==> src/sv/qclt_pkg.sv <==
// Shared types and constants for the quoted command-line tokeniser.
// No dependencies; imported by every module of the block.
package qclt_pkg;

  typedef enum logic [1:0] {
    KIND_CHAR      = 2'd0,
    KIND_END_TOKEN = 2'd1,
    KIND_LINE_DONE = 2'd2,
    KIND_ERROR     = 2'd3
  } kind_t;

  localparam logic [1:0] MODE_NORMAL = 2'd0;
  localparam logic [1:0] MODE_SINGLE = 2'd1;
  localparam logic [1:0] MODE_DOUBLE = 2'd2;

  localparam logic [7:0] CH_SQUOTE = 8'h27;
  localparam logic [7:0] CH_DQUOTE = 8'h22;
  localparam logic [7:0] CH_SPACE  = 8'h20;

  localparam int MAX_RES = 3;

  typedef struct packed {
    logic [1:0] mode;
    logic       just_closed;
    logic       token_open;
  } tok_state_t;

  typedef struct packed {
    kind_t      kind;
    logic [7:0] token_char;
  } result_t;

  // all results caused by one input word, in emission order from index 0
  typedef struct packed {
    logic [1:0]               count;
    result_t [MAX_RES-1:0]    res;
  } res_list_t;

endpackage

==> src/sv/qclt_step.sv <==
// Next-state and result-list logic for one input word of the tokeniser.
// Depends on qclt_pkg.
module qclt_step (
  input  qclt_pkg::tok_state_t cur,
  input  logic [7:0]           ch,
  input  logic                 has_char,
  input  logic                 line_end,
  output qclt_pkg::tok_state_t nxt,
  output qclt_pkg::res_list_t  list
);
  import qclt_pkg::*;

  logic       quoted;
  logic [7:0] closer;

  always_comb begin
    nxt        = cur;
    list       = '0;
    quoted     = (cur.mode == MODE_SINGLE) || (cur.mode == MODE_DOUBLE);
    closer     = (cur.mode == MODE_SINGLE) ? CH_SQUOTE : CH_DQUOTE;

    if (has_char) begin
      if (quoted) begin
        if (ch == closer) begin
          nxt.just_closed = 1'b1;
          nxt.mode        = MODE_NORMAL;
        end else begin
          list.res[list.count] = '{kind: KIND_CHAR, token_char: ch};
          list.count           = list.count + 2'd1;
          nxt.token_open       = 1'b1;
        end
      end else begin
        if (ch == CH_SQUOTE) begin
          nxt.mode = MODE_SINGLE;
        end else if (ch == CH_DQUOTE) begin
          nxt.mode = MODE_DOUBLE;
        end else if (ch == CH_SPACE) begin
          if (cur.just_closed || cur.token_open) begin
            list.res[list.count] = '{kind: KIND_END_TOKEN, token_char: 8'h00};
            list.count           = list.count + 2'd1;
            nxt.token_open       = 1'b0;
          end
        end else begin
          list.res[list.count] = '{kind: KIND_CHAR, token_char: ch};
          list.count           = list.count + 2'd1;
          nxt.token_open       = 1'b1;
        end
        nxt.just_closed = 1'b0;
      end
    end

    if (line_end) begin
      if (nxt.just_closed || nxt.token_open) begin
        list.res[list.count] = '{kind: KIND_END_TOKEN, token_char: 8'h00};
        list.count           = list.count + 2'd1;
      end
      // unknown mode code counts as normal
      if ((nxt.mode == MODE_SINGLE) || (nxt.mode == MODE_DOUBLE)) begin
        list.res[list.count] = '{kind: KIND_ERROR, token_char: 8'h00};
      end else begin
        list.res[list.count] = '{kind: KIND_LINE_DONE, token_char: 8'h00};
      end
      list.count = list.count + 2'd1;
      nxt        = '{mode: MODE_NORMAL, just_closed: 1'b0, token_open: 1'b0};
    end
  end

endmodule

==> src/sv/qclt_outbuf.sv <==
// Result register: holds the up to three results of one input word and
// hands them out one per cycle while the receiver takes them, head first. Depends on qclt_pkg.
module qclt_outbuf (
  input  logic                clk,
  input  logic                rst,
  input  logic                load,
  input  qclt_pkg::res_list_t load_list,
  input  logic                pop,
  output qclt_pkg::result_t   head,
  output logic [1:0]          count
);
  import qclt_pkg::*;

  result_t [MAX_RES-1:0] slots;

  always_ff @(posedge clk) begin
    if (rst) begin
      count <= 2'd0;
    end else if (load) begin
      count <= load_list.count;
    end else if (pop) begin
      count <= count - 2'd1;
    end
  end

  always_ff @(posedge clk) begin
    if (load) begin
      slots <= load_list.res;
    end else if (pop) begin
      slots <= {result_t'('0), slots[MAX_RES-1:1]};
    end
  end

  assign head = slots[0];

endmodule

==> src/sv/quoted_command_line_tokenizer_top.sv <==
// Top level of the quoted command-line tokeniser: state registers, step
// logic and result register. Depends on qclt_pkg, qclt_step, qclt_outbuf.
//
//  channel | dir | tdata                 | tuser    | tlast
//  s_axis  | in  | [7:0] ch              | has_char | line_end
//  m_axis  | out | [1:0] kind, [9:2] chr | -        | run_last
//
// A word is taken every cycle while it causes at most one result and the
// receiver is ready; a word that causes two or three results holds the input
// while the result register drains (one result leaves per cycle when taken).
// The input is taken when the result register is empty or hands out its
// final result in the same cycle. rst is synchronous and returns the quote
// state and the result register to empty.
module quoted_command_line_tokenizer_top (
  input  logic        clk,
  input  logic        rst,
  input  logic        s_axis_tvalid,
  output logic        s_axis_tready,
  input  logic [7:0]  s_axis_tdata,   // [7:0] ch
  input  logic        s_axis_tuser,   // [0] has_char
  input  logic        s_axis_tlast,   // line_end
  output logic        m_axis_tvalid,
  input  logic        m_axis_tready,
  output logic [15:0] m_axis_tdata,   // [1:0] kind, [9:2] token_char, rest zero
  output logic        m_axis_tlast    // run_last
);
  import qclt_pkg::*;

  tok_state_t state;
  tok_state_t state_next;
  res_list_t  list;
  result_t    head;
  logic [1:0] count;
  logic       in_fire;
  logic       out_fire;

  assign out_fire      = m_axis_tvalid && m_axis_tready;
  assign s_axis_tready = (count == 2'd0) || ((count == 2'd1) && m_axis_tready);
  assign in_fire       = s_axis_tvalid && s_axis_tready;

  qclt_step u_step (
    .cur      (state),
    .ch       (s_axis_tdata),
    .has_char (s_axis_tuser),
    .line_end (s_axis_tlast),
    .nxt      (state_next),
    .list     (list)
  );

  always_ff @(posedge clk) begin
    if (rst) begin
      state <= '{mode: MODE_NORMAL, just_closed: 1'b0, token_open: 1'b0};
    end else if (in_fire) begin
      state <= state_next;
    end
  end

  qclt_outbuf u_outbuf (
    .clk       (clk),
    .rst       (rst),
    .load      (in_fire),
    .load_list (list),
    .pop       (out_fire),
    .head      (head),
    .count     (count)
  );

  assign m_axis_tvalid = (count != 2'd0);
  assign m_axis_tlast  = (count == 2'd1);
  assign m_axis_tdata  = {6'd0, head.token_char, head.kind};

endmodule

==> config.mk <==
export PLATFORM = sky130hd
export DESIGN_NAME = quoted_command_line_tokenizer_top
export DESIGN_NICKNAME = d
export VERILOG_FILES = /design/src/sv/qclt_pkg.sv /design/src/sv/qclt_step.sv /design/src/sv/qclt_outbuf.sv /design/src/sv/quoted_command_line_tokenizer_top.sv
export SDC_FILE = /design/constraint.sdc
export NUM_CORES = 1
export LEC_CHECK = 0
export ABC_AREA = 0
export BUFFER_PORTS_ARGS = -buffer_cell sky130_fd_sc_hd__clkbuf_2
export CAP_MARGIN = 40
export CORE_UTILIZATION = 50
export CTS_CLUSTER_SIZE = 16
export DETAILED_ROUTE_END_ITERATION = 16
export GPL_TIMING_DRIVEN = 0
export HOLD_SLACK_MARGIN = 0.12
export PLACE_DENSITY = 0.73
export REMOVE_ABC_BUFFERS = 1
export SLEW_MARGIN = 20
export SYNTH_ARGS = -nofsm -noshare
export SYNTH_HDL_FRONTEND = slang
export SYNTH_HIERARCHICAL = 1
export SYNTH_SLANG_ARGS = --single-unit
==> constraint.sdc <==
create_clock -name clk -period 6.6 [get_ports clk]
set_input_delay 0.33 -clock clk [delete_from_list [all_inputs] [get_ports clk]]
set_output_delay 0.33 -clock clk [all_outputs]
set_load 0.01 [all_outputs]
==> impl_metrics.csv, run 1 <==
group,metric,value,unit
timing,finalHoldViolCount,0,
global_routing,grt_max_degree,31,
power,p_seq_frac,0.505,
worst_setup_path,rr_endpoint,"u_outbuf/head[8]",
worst_setup_path,worstSetupEndpointType,"flip-flop",
timing,hold_ws,307.2,ps
global_routing,grt_pass1_wl,5761,um
global_routing,track_usage,0.1505,
synthesis,syn_inst,213,
placed_design,placed_area,2412,um2
clocking,numCtsBuffers,5,
die,dieWidth,71.32,um
power,cell_internal_pwr,0.4614,mW
clocking,cts-hold-fix-buffers,0,
worst_setup_path,arrival,2800,ps
layout,most-common-layout-cells,"edfxtp_1 (30), clkbuf_2 (26), conb_1 (22)",
power,peakVddDrop,0.00008683,V
outcome,outcome,"finished, violations left",
synthesis,synthArstFlopShare,0,
detailed_routing,ant_nets,0,
min_path,hold_path_class,"in -> reg",
clocking,h-tree-depth,2,
min_path,min_to,"u_outbuf/count[1]",
worst_setup_path,timing.critical_path.buf_inv,2,
detailed_routing,routedWlPerCell,12.33,um
detailed_routing,drt_wl_total,3465,um
power,pwr-share-comb,0.250,
clocking,cts-root-buf,"clkbuf_8",
synthesis,synth_edf_count,30,
power,powerDensity,251.9,nW/um2
clocking,post_cts_buffers,0,
layout,final_common_cell,"edfxtp_1",
layout,n_fill_cell,388,
timing,fmax,363.6,MHz
clocking,tritoncts,"built",
layout,num_antenna_cells,0,
worst_setup_path,r2r.worst_path.cells,12,
worst_setup_path,cp_cell_sequence,"inv_1, ha_1, nand2_1, nor3_1, and3_1, or2_2, ha_1, nand2_1, inv_1, o211ai_1, o211ai_1, mux2_4",
timing,finalCriticalPeriod,2750,ps
placed_design,place_hpwl,2548,um
synthesis,ys_dominant_reg_cell,"edfxtp_1",
worst_setup_path,critPathMaxFanout,10,
synthesis,ys_seq_area_frac,0.4250,
worst_setup_path,cp_top_family,"simple AND/OR/NAND/NOR gates",
die,start_util,0.5369,
detailed_routing,first_pass_iters,10,
synthesis,netlist_area,2402,um2
die,rows,24,
worst_setup_path,path_class,"reg -> reg",
power,p_switching,0.1675,mW
die,core,4474,um2
die,dieArea,5086,um2
global_routing,antenna_found_initial,0,
global_routing,grt_pass1_vias,1325,
timing,skew,5.876,ps
clocking,clock_sinks,36,
worst_setup_path,worst-endpoint-required,6650,ps
detailed_routing,via_per_inst,5.125,
placed_design,place.gp.congestion,0.8832,
outcome,violations,"design-rule violations",
layout,finalInstanceArea,2497,um2
synthesis,syn_avg_cell_area,11.28,um2
timing,fin_crit_sh,0.4167,
timing,setup_violations,0,
clocking,cts_resized,0,
layout,drive_gt1_frac,0.2926,
timing,relSlewSlack,0.5631,
power,power.leakage,1.053,nW
die,die_y,71.32,um
worst_setup_path,rr_startpoint,"state[3]",
timing,slew_violations,0,
global_routing,overflow,0,
min_path,hold_depth,2,
timing,fin_tns_setup,0,ps
worst_setup_path,startpoint_type,"flip-flop",
synthesis,synth_warnings,6,
clocking,clk_path_buf_depth,2,
detailed_routing,vias,1440,
worst_setup_path,cp_slowest_cell,"dfxtp_1",
synthesis,synth_seq_cells,36,
worst_setup_path,reg2reg_slack,3850,ps
synthesis,ys_types,53,
power,p_clk_frac,0.245,
power,swShare,0.2664,
timing,rsz0062_at_grt,"false",
clocking,cts.clk_slew.worst_paths,70,ps
detailed_routing,drc,2,
placed_design,place.port_buffers,26,
layout,finalNetCount,245,
flow_run,cap_violations,0,
detailed_routing,drtIter0Drc,113,
timing,tightest_slew,655.3,ps
min_path,hold_start,"rst",
die,io_pins,33,
layout,area_growth,3.959,%
clocking,clk_latency,290,ps
worst_setup_path,crit_path_max_incr_delay,380,ps
==> power by group through the flow <==
stage	Sequential, mW	Combinational, mW	Clock [mW]
after floorplan	0.328	0.104	0
after global placement	0.321	0.151	0
after detailed placement	0.323	0.158	0
after CTS	0.318	0.159	0.157
after global routing	0.322	0.172	0.166
final	0.318	0.157	0.154
==> stage by stage <==
stage	total power, mW	util	instances	setup WS, ps
4_1_cts	0.6351	0.5582	281	3852
6_report	0.6290	0.5582	281	3850
5_1_grt	0.6592	0.5582	281	3681
3_3_place_gp	0.4719	0.5299	270	3095
3_5_place_dp	0.4809	0.5392	273	3684
2_1_floorplan	0.4327	-	192	3721
==> cells in the mapped netlist, drive strengths merged, types with 3 or more instances <==
library cell | instances | share of area
edfxtp | 30 | 0.37
and2 | 13 | 0.034
nor3 | 6 | 0.013
nor2b | 5 | 0.016
mux2i | 5 | 0.021
dfxtp | 6 | 0.050
mux2 | 20 | 0.12
and3 | 7 | 0.019
nand2b | 12 | 0.031
clkbuf | 5 | 0.0078
ha | 3 | 0.016
or2 | 5 | 0.013
nor2 | 8 | 0.013
a21oi | 3 | 0.0078
o21ai | 4 | 0.0083
inv | 7 | 0.011
buf | 36 | 0.12
nand2 | 5 | 0.0078
o211ai | 3 | 0.0094
==> state kept, by name, summed over array words and instances, names as in the netlist <==
name	flops
u_outbuf/slots	20
u_outbuf/head	10
state	4
u_outbuf/count	2
==> per-layer routing <==
| layer | share of wire | global-route usage | wire length (um) | vias up |
|---|---|---|---|---|
| li1 | - | - | - | 731 |
| met1 | 0.43 | 0.1740 | 1507 | 668 |
| met2 | 0.49 | 0.2571 | 1710 | 35 |
| met3 | 0.048 | 0.03516 | 167 | 6 |
| met4 | 0.023 | 0.08444 | 80 | 0 |
| met5 | 0 | 0 | 0 | - |
==> worst max-delay path by stage <==
| stage | startpoint | to | slack (ps) | cells past startpoint |
|---|---|---|---|---|
| global route | state[3] | u_outbuf/head[8] | 3680 | 12 |
| global placement | m_axis_tready | u_outbuf/head[9] | 3100 | 4 |
| detailed placement | s_axis_tdata[7] | u_outbuf/head[7] | 3680 | 9 |
| CTS | state[3] | u_outbuf/head[8] | 3850 | 12 |
| finish | state[3] | u_outbuf/head[8] | 3850 | 12 |
| floorplan | u_outbuf/count[0] | u_outbuf/head[0] | 3720 | 3 |
==> cells by family (layout without fill, tap and decap cells) <==
group           count (synthesis)  after routing  share of synthesized area
simple gates                   73             73                     0.1922
buf+inv                        48             44                     0.1365
flops                          36             36                     0.4250
mux                            25             25                     0.1427
compound gates                 23             23                    0.07396
fa+ha+maj                       3              3                    0.01563
xor+xnor                        3              3                    0.01094
other cells                     2             22                   0.003126
==> layout make-up <==
cell class	count	area, um2	share of cell area
Multi-Input combinational cell	149	1129	0.4519
Sequential cell	36	1021	0.4088
Clock inverter	1	8.758	0.003507
Inverter	7	26.28	0.01052
Clock buffer	7	76.32	0.03056
Tap cell	52	65.06	0.02605
Timing Repair Buffer	29	171.4	0.06864
(Power assumes the default switching activity.)
==> inputs of run 2 (changes only) <==
Clock period 6.6 ns to 2.55 ns, I/O delays scaled along.
==> impl_metrics.csv, run 2 (synthesized netlist as in run 1, its figures left out) <==
group,metric,value,unit
die,start_util,0.5369,
layout,finalNetCount,247,
layout,regMostFlops,"u_outbuf/slots",
clocking,h-tree-depth,2,
timing,relSlewSlack,0.5637,
timing,setup_violations,0,
layout,postLayoutCoreUtil,0.5680,
clocking,tritoncts,"built",
layout,drive_gt1_frac,0.3247,
clocking,numCtsBuffers,5,
timing,tightest_slew,654.5,ps
clocking,cts.clk_slew.worst_paths,70,ps
layout,most-common-layout-cells,"edfxtp_1 (30), clkbuf_2 (26), conb_1 (22)",
flow_run,cap_violations,0,
clocking,clk_latency,290,ps
global_routing,grt_max_degree,31,
worst_setup_path,cp_cell_sequence,"inv_2, ha_4, nand2_1, nor3_2, and3_4, or2_2, ha_2, nand2b_1, a311o_1, o211ai_1, mux2_4",
die,core,4474,um2
placed_design,place_ws,-183.0,ps
min_path,hold_path_class,"in -> reg",
timing,finalCriticalPeriod,2425,ps
global_routing,track_usage,0.1535,
die,dieWidth,71.32,um
worst_setup_path,worstSetupEndpointType,"flip-flop",
global_routing,grt_use_met2,0.2646,
layout,n_fill_cell,385,
clocking,clock_sinks,36,
timing,slew_violations,0,
global_routing,antenna_found_initial,0,
worst_setup_path,worst-endpoint-required,2600,ps
detailed_routing,drtIter0Drc,84,
outcome,outcome,"finished, violations left",
worst_setup_path,timing.critical_path.buf_inv,1,
layout,seq_area,1023,um2
power,powerDensity,642.7,nW/um2
die,rows,24,
die,dieArea,5086,um2
power,totalPowerFinal,1.633,mW
worst_setup_path,path_class,"reg -> reg",
global_routing,grt_pass1_wl,5885,um
detailed_routing,drt_wl_total,3564,um
layout,num_antenna_cells,0,
global_routing,use_met1,0.1767,
layout,area_growth,5.781,%
worst_setup_path,critPathMaxFanout,6,
placed_design,place.port_buffers,26,
timing,post-route-worst-setup-slack,124.6,ps
power,power.leakage,1.057,nW
layout,largest_reg_flops,20,
timing,skew,6.428,ps
outcome,violations,"design-rule violations",
placed_design,place.gp.congestion,0.8832,
global_routing,top_usage_layer,"met2",
layout,multi_input_area,1160,um2
placed_design,place_hpwl,2548,um
detailed_routing,vias,1449,
detailed_routing,routedWlPerCell,12.59,um
worst_setup_path,arrival,2470,ps
layout,fin_cells,283,
die,io_pins,33,
layout,finalInstanceArea,2541,um2
timing,finalHoldViolCount,0,
placed_design,dp.cells,273,
global_routing,overflow,0,
global_routing,grt_pass1_vias,1348,
die,die_y,71.32,um
power,peakVddDrop,0.0002258,V
detailed_routing,via_per_inst,5.120,
timing,fmax,412.3,MHz
worst_setup_path,crit_path_max_incr_delay,360,ps
worst_setup_path,startpoint_type,"flip-flop",
timing,fin_crit_sh,0.9511,
detailed_routing,ant_nets,0,
detailed_routing,first_pass_iters,10,
worst_setup_path,cp_slowest_cell,"dfxtp_2",
clocking,cts-root-buf,"clkbuf_8",
global_routing,met3_usage,0.03516,
placed_design,placed_area,2412,um2
clocking,clk_path_buf_depth,2,
layout,final_common_cell,"edfxtp_1",
worst_setup_path,cp_top_family,"simple AND/OR/NAND/NOR gates",
detailed_routing,drc,2,
## run 2: area by class of cell
| cell class | count | share of cell area |
|---|---|---|
| well taps | 52 | 0.02560 |
| multi-input cells | 150 | 0.4564 |
| repair buffers | 30 | 0.07139 |
| clock buffers | 7 | 0.03003 |
| inverters | 7 | 0.01034 |
| flip-flops and latches | 36 | 0.4028 |
| clock inverters | 1 | 0.003447 |
## run 2: where the power goes
group          internal, mW  leakage, nW  total, mW  switching [mW]
sequential            0.787        0.351      0.823          0.0354
combinational         0.214        0.664      0.411           0.197
clock                 0.195       0.0424      0.399           0.205
## run 2: repair_timing
action / 4_1_cts / 5_1_grt
endpoints found under the hold margin: 2 / 0
setup buffers: 0 / 0
pin swaps: 0 / 0
setup endpoints to repair: 9 / 6
hold buffers: 1 / 0
gates cloned: 1 / 0
resized for setup: 4 / 4
## run 2: routing by layer
layer  vias to the layer above  routed length (um)  part of all wire
met5                         -                   0                 0
met4                         0                  80             0.022
met3                         6                 159             0.045
met2                        33                1759              0.49
met1                       678                1565              0.44
li1                        732                   -                 -
## run 2: final timing paths
| kind | from | end | slack (ps) | cells past startpoint |
|---|---|---|---|---|
| max | state[3] | u_outbuf/head[8] | 120 | 11 |
| min | s_axis_tvalid | state[2] | 250 | 3 |
| max reg2reg | state[3] | u_outbuf/head[8] | 120 | 11 |
| min reg2reg | state[1] | state[1] | 500 | 2 |
## run 2: through the flow
stage	TNS [ps]	hold slack, ps
floorplan	-9884	196.4
finish	0	251.9
detailed placement	-1278	423.0
CTS	0	266.5
global placement	-30210	413.5
global route	-28.98	275.2
## run 2: worst register-to-register path, stage by stage, from the launching register on
cell	delay, ps
dfxtp_2	360
inv_2	70
ha_4	290
nand2_1	90
nor3_2	210
and3_4	240
or2_2	110
ha_2	200
nand2b_1	140
a311o_1	120
o211ai_1	80
mux2_4	270
==> inputs of run 3 (changes only) <==
Settings changed: CTS_BUF_LIST from default to sky130_fd_sc_hd__clkbuf_16.
==> impl_metrics.csv, run 3 (synthesized netlist as in run 1, its figures left out) <==
group,metric,value,unit
outcome,outcome,"finished, violations left",
outcome,violations,"design-rule violations",
clocking,cts.clk_slew.worst_paths,50,ps
clocking,cts-root-buf,"clkbuf_16",
worst_setup_path,critPathMaxFanout,6,
die,start_util,0.5369,
placed_design,place_ws,-183.0,ps
worst_setup_path,cp_cell_sequence,"inv_2, ha_4, nand2_1, nor3_2, and3_1, or2_2, ha_2, nand2b_1, a311o_1, o211ai_1, mux2_4",
min_path,hold_path_class,"in -> reg",
layout,n_fill_cell,382,
layout,drive_gt1_frac,0.3217,
layout,most-common-layout-cells,"edfxtp_1 (30), clkbuf_2 (26), conb_1 (22)",
detailed_routing,via_per_inst,5.099,
die,rows,24,
detailed_routing,drtIter0Drc,112,
worst_setup_path,endpoint,"u_outbuf/head[8]",
timing,finalCriticalPeriod,2430,ps
timing,rsz0062_at_grt,"false",
detailed_routing,ant_nets,0,
placed_design,placed_area,2412,um2
worst_setup_path,rr_startpoint,"state[3]",
worst_setup_path,startpoint,"state[3]",
power,peakVddDrop,0.0003090,V
power,powerDensity,700.5,nW/um2
placed_design,place_hpwl,2548,um
worst_setup_path,worst-endpoint-required,2700,ps
clocking,tritoncts,"built",
layout,finalInstanceArea,2582,um2
clocking,numCtsBuffers,5,
worst_setup_path,startpoint_type,"flip-flop",
clocking,cts-hold-fix-buffers,0,
timing,fin_crit_sh,0.9530,
layout,seq_area,1023,um2
worst_setup_path,rr_endpoint,"u_outbuf/head[8]",
layout,area_growth,7.500,%
die,io_pins,33,
die,dieWidth,71.32,um
power,power.leakage,1.089,nW
timing,skew,4.824,ps
timing,hold_ws,121.4,ps
timing,tightest_slew,673.1,ps
worst_setup_path,crit_path_max_incr_delay,360,ps
global_routing,grt_max_degree,31,
layout,num_antenna_cells,0,
min_path,hold_depth,2,
timing,fmax,411.5,MHz
worst_setup_path,reg2reg_slack,120,ps
clocking,clk_path_buf_depth,2,
worst_setup_path,path_class,"reg -> reg",
timing,post-route-worst-setup-slack,119.9,ps
detailed_routing,first_pass_iters,10,
global_routing,grt_pass1_wl,5796,um
worst_setup_path,r2r.worst_path.cells,11,
detailed_routing,vias,1438,
global_routing,antenna_found_initial,0,
die,die_y,71.32,um
detailed_routing,drc,2,
flow_run,cap_violations,0,
timing,slew_violations,0,
clocking,post_cts_buffers,0,
clocking,clk_latency,280,ps
worst_setup_path,worstSetupEndpointType,"flip-flop",
detailed_routing,routedWlPerCell,12.45,um
placed_design,place.port_buffers,26,
placed_design,place.gp.congestion,0.8832,
clocking,h-tree-depth,2,
timing,setup_violations,0,
layout,final_common_cell,"edfxtp_1",
timing,finalHoldViolCount,0,
layout,largest_reg_flops,20,
global_routing,overflow,0,
timing,relSlewSlack,0.5512,
worst_setup_path,arrival,2580,ps
global_routing,grt_pass1_vias,1322,
layout,multi_input_area,1155,um2
die,dieArea,5086,um2
layout,regMostFlops,"u_outbuf/slots",
layout,finalNetCount,246,
clocking,clock_sinks,36,
die,core,4474,um2
worst_setup_path,cp_slowest_cell,"dfxtp_2",
global_routing,track_usage,0.1526,
detailed_routing,drt_wl_total,3511,um
layout,postLayoutCoreUtil,0.5772,
run 3: cell type report:
class                   instances  area share
clock buffers                   5     0.04845
clock inverters                 3    0.006298
inverters                       7     0.01017
multi-input cells             150      0.4472
flip-flops and latches         36      0.3963
well taps                      52     0.02519
repair buffers                 29     0.06638
run 3: how the worst min path moves through the flow:
stage          start                end  slack, ps
2_1_floorplan    rst  u_outbuf/count[1]        200
3_3_place_gp     rst  u_outbuf/count[1]        410
3_5_place_dp     rst  u_outbuf/count[1]        420
4_1_cts          rst  u_outbuf/count[1]        120
5_1_grt          rst  u_outbuf/count[1]        140
6_report         rst  u_outbuf/count[1]        120
run 3: critical path: cells and delay by family (launching register included):
family | cells | cell delay (ps)
multiplexers | 1 | 170
buffers and inverters | 1 | 70
AO/OA/AOI/OAI | 2 | 450
AND/OR/NAND/NOR | 5 | 820
adder cells (fa/ha/maj) | 2 | 430
flip-flops | 1 | 360
run 3: layer usage:
metal  GRT usage  share of wire  up-vias
li1            -              -      731
met1      0.1759           0.46      675
met2      0.2561           0.48       25
met3     0.03094          0.030        7
met4      0.1044          0.026        0
met5           0              0        -
run 3: report_power, final:
group          switching [mW]  internal, mW  total, mW
combinational           0.197         0.213      0.410
sequential             0.0342         0.789      0.823
clock                   0.221         0.356      0.576
total                   0.452          1.36       1.81
run 3: timing repair:
action                                  in CTS  in global routing
endpoints found under the setup margin      10                  6
cloned                                       1                  0
gates resized for setup                      4                  3
run 3: through the flow:
stage	std cells	power, mW	TNS (ps)
2_1_floorplan	192	1.120	-9884
3_3_place_gp	270	1.221	-30210
3_5_place_dp	273	1.245	-1278
4_1_cts	282	1.827	0
5_1_grt	282	1.888	0
6_report	282	1.809	0
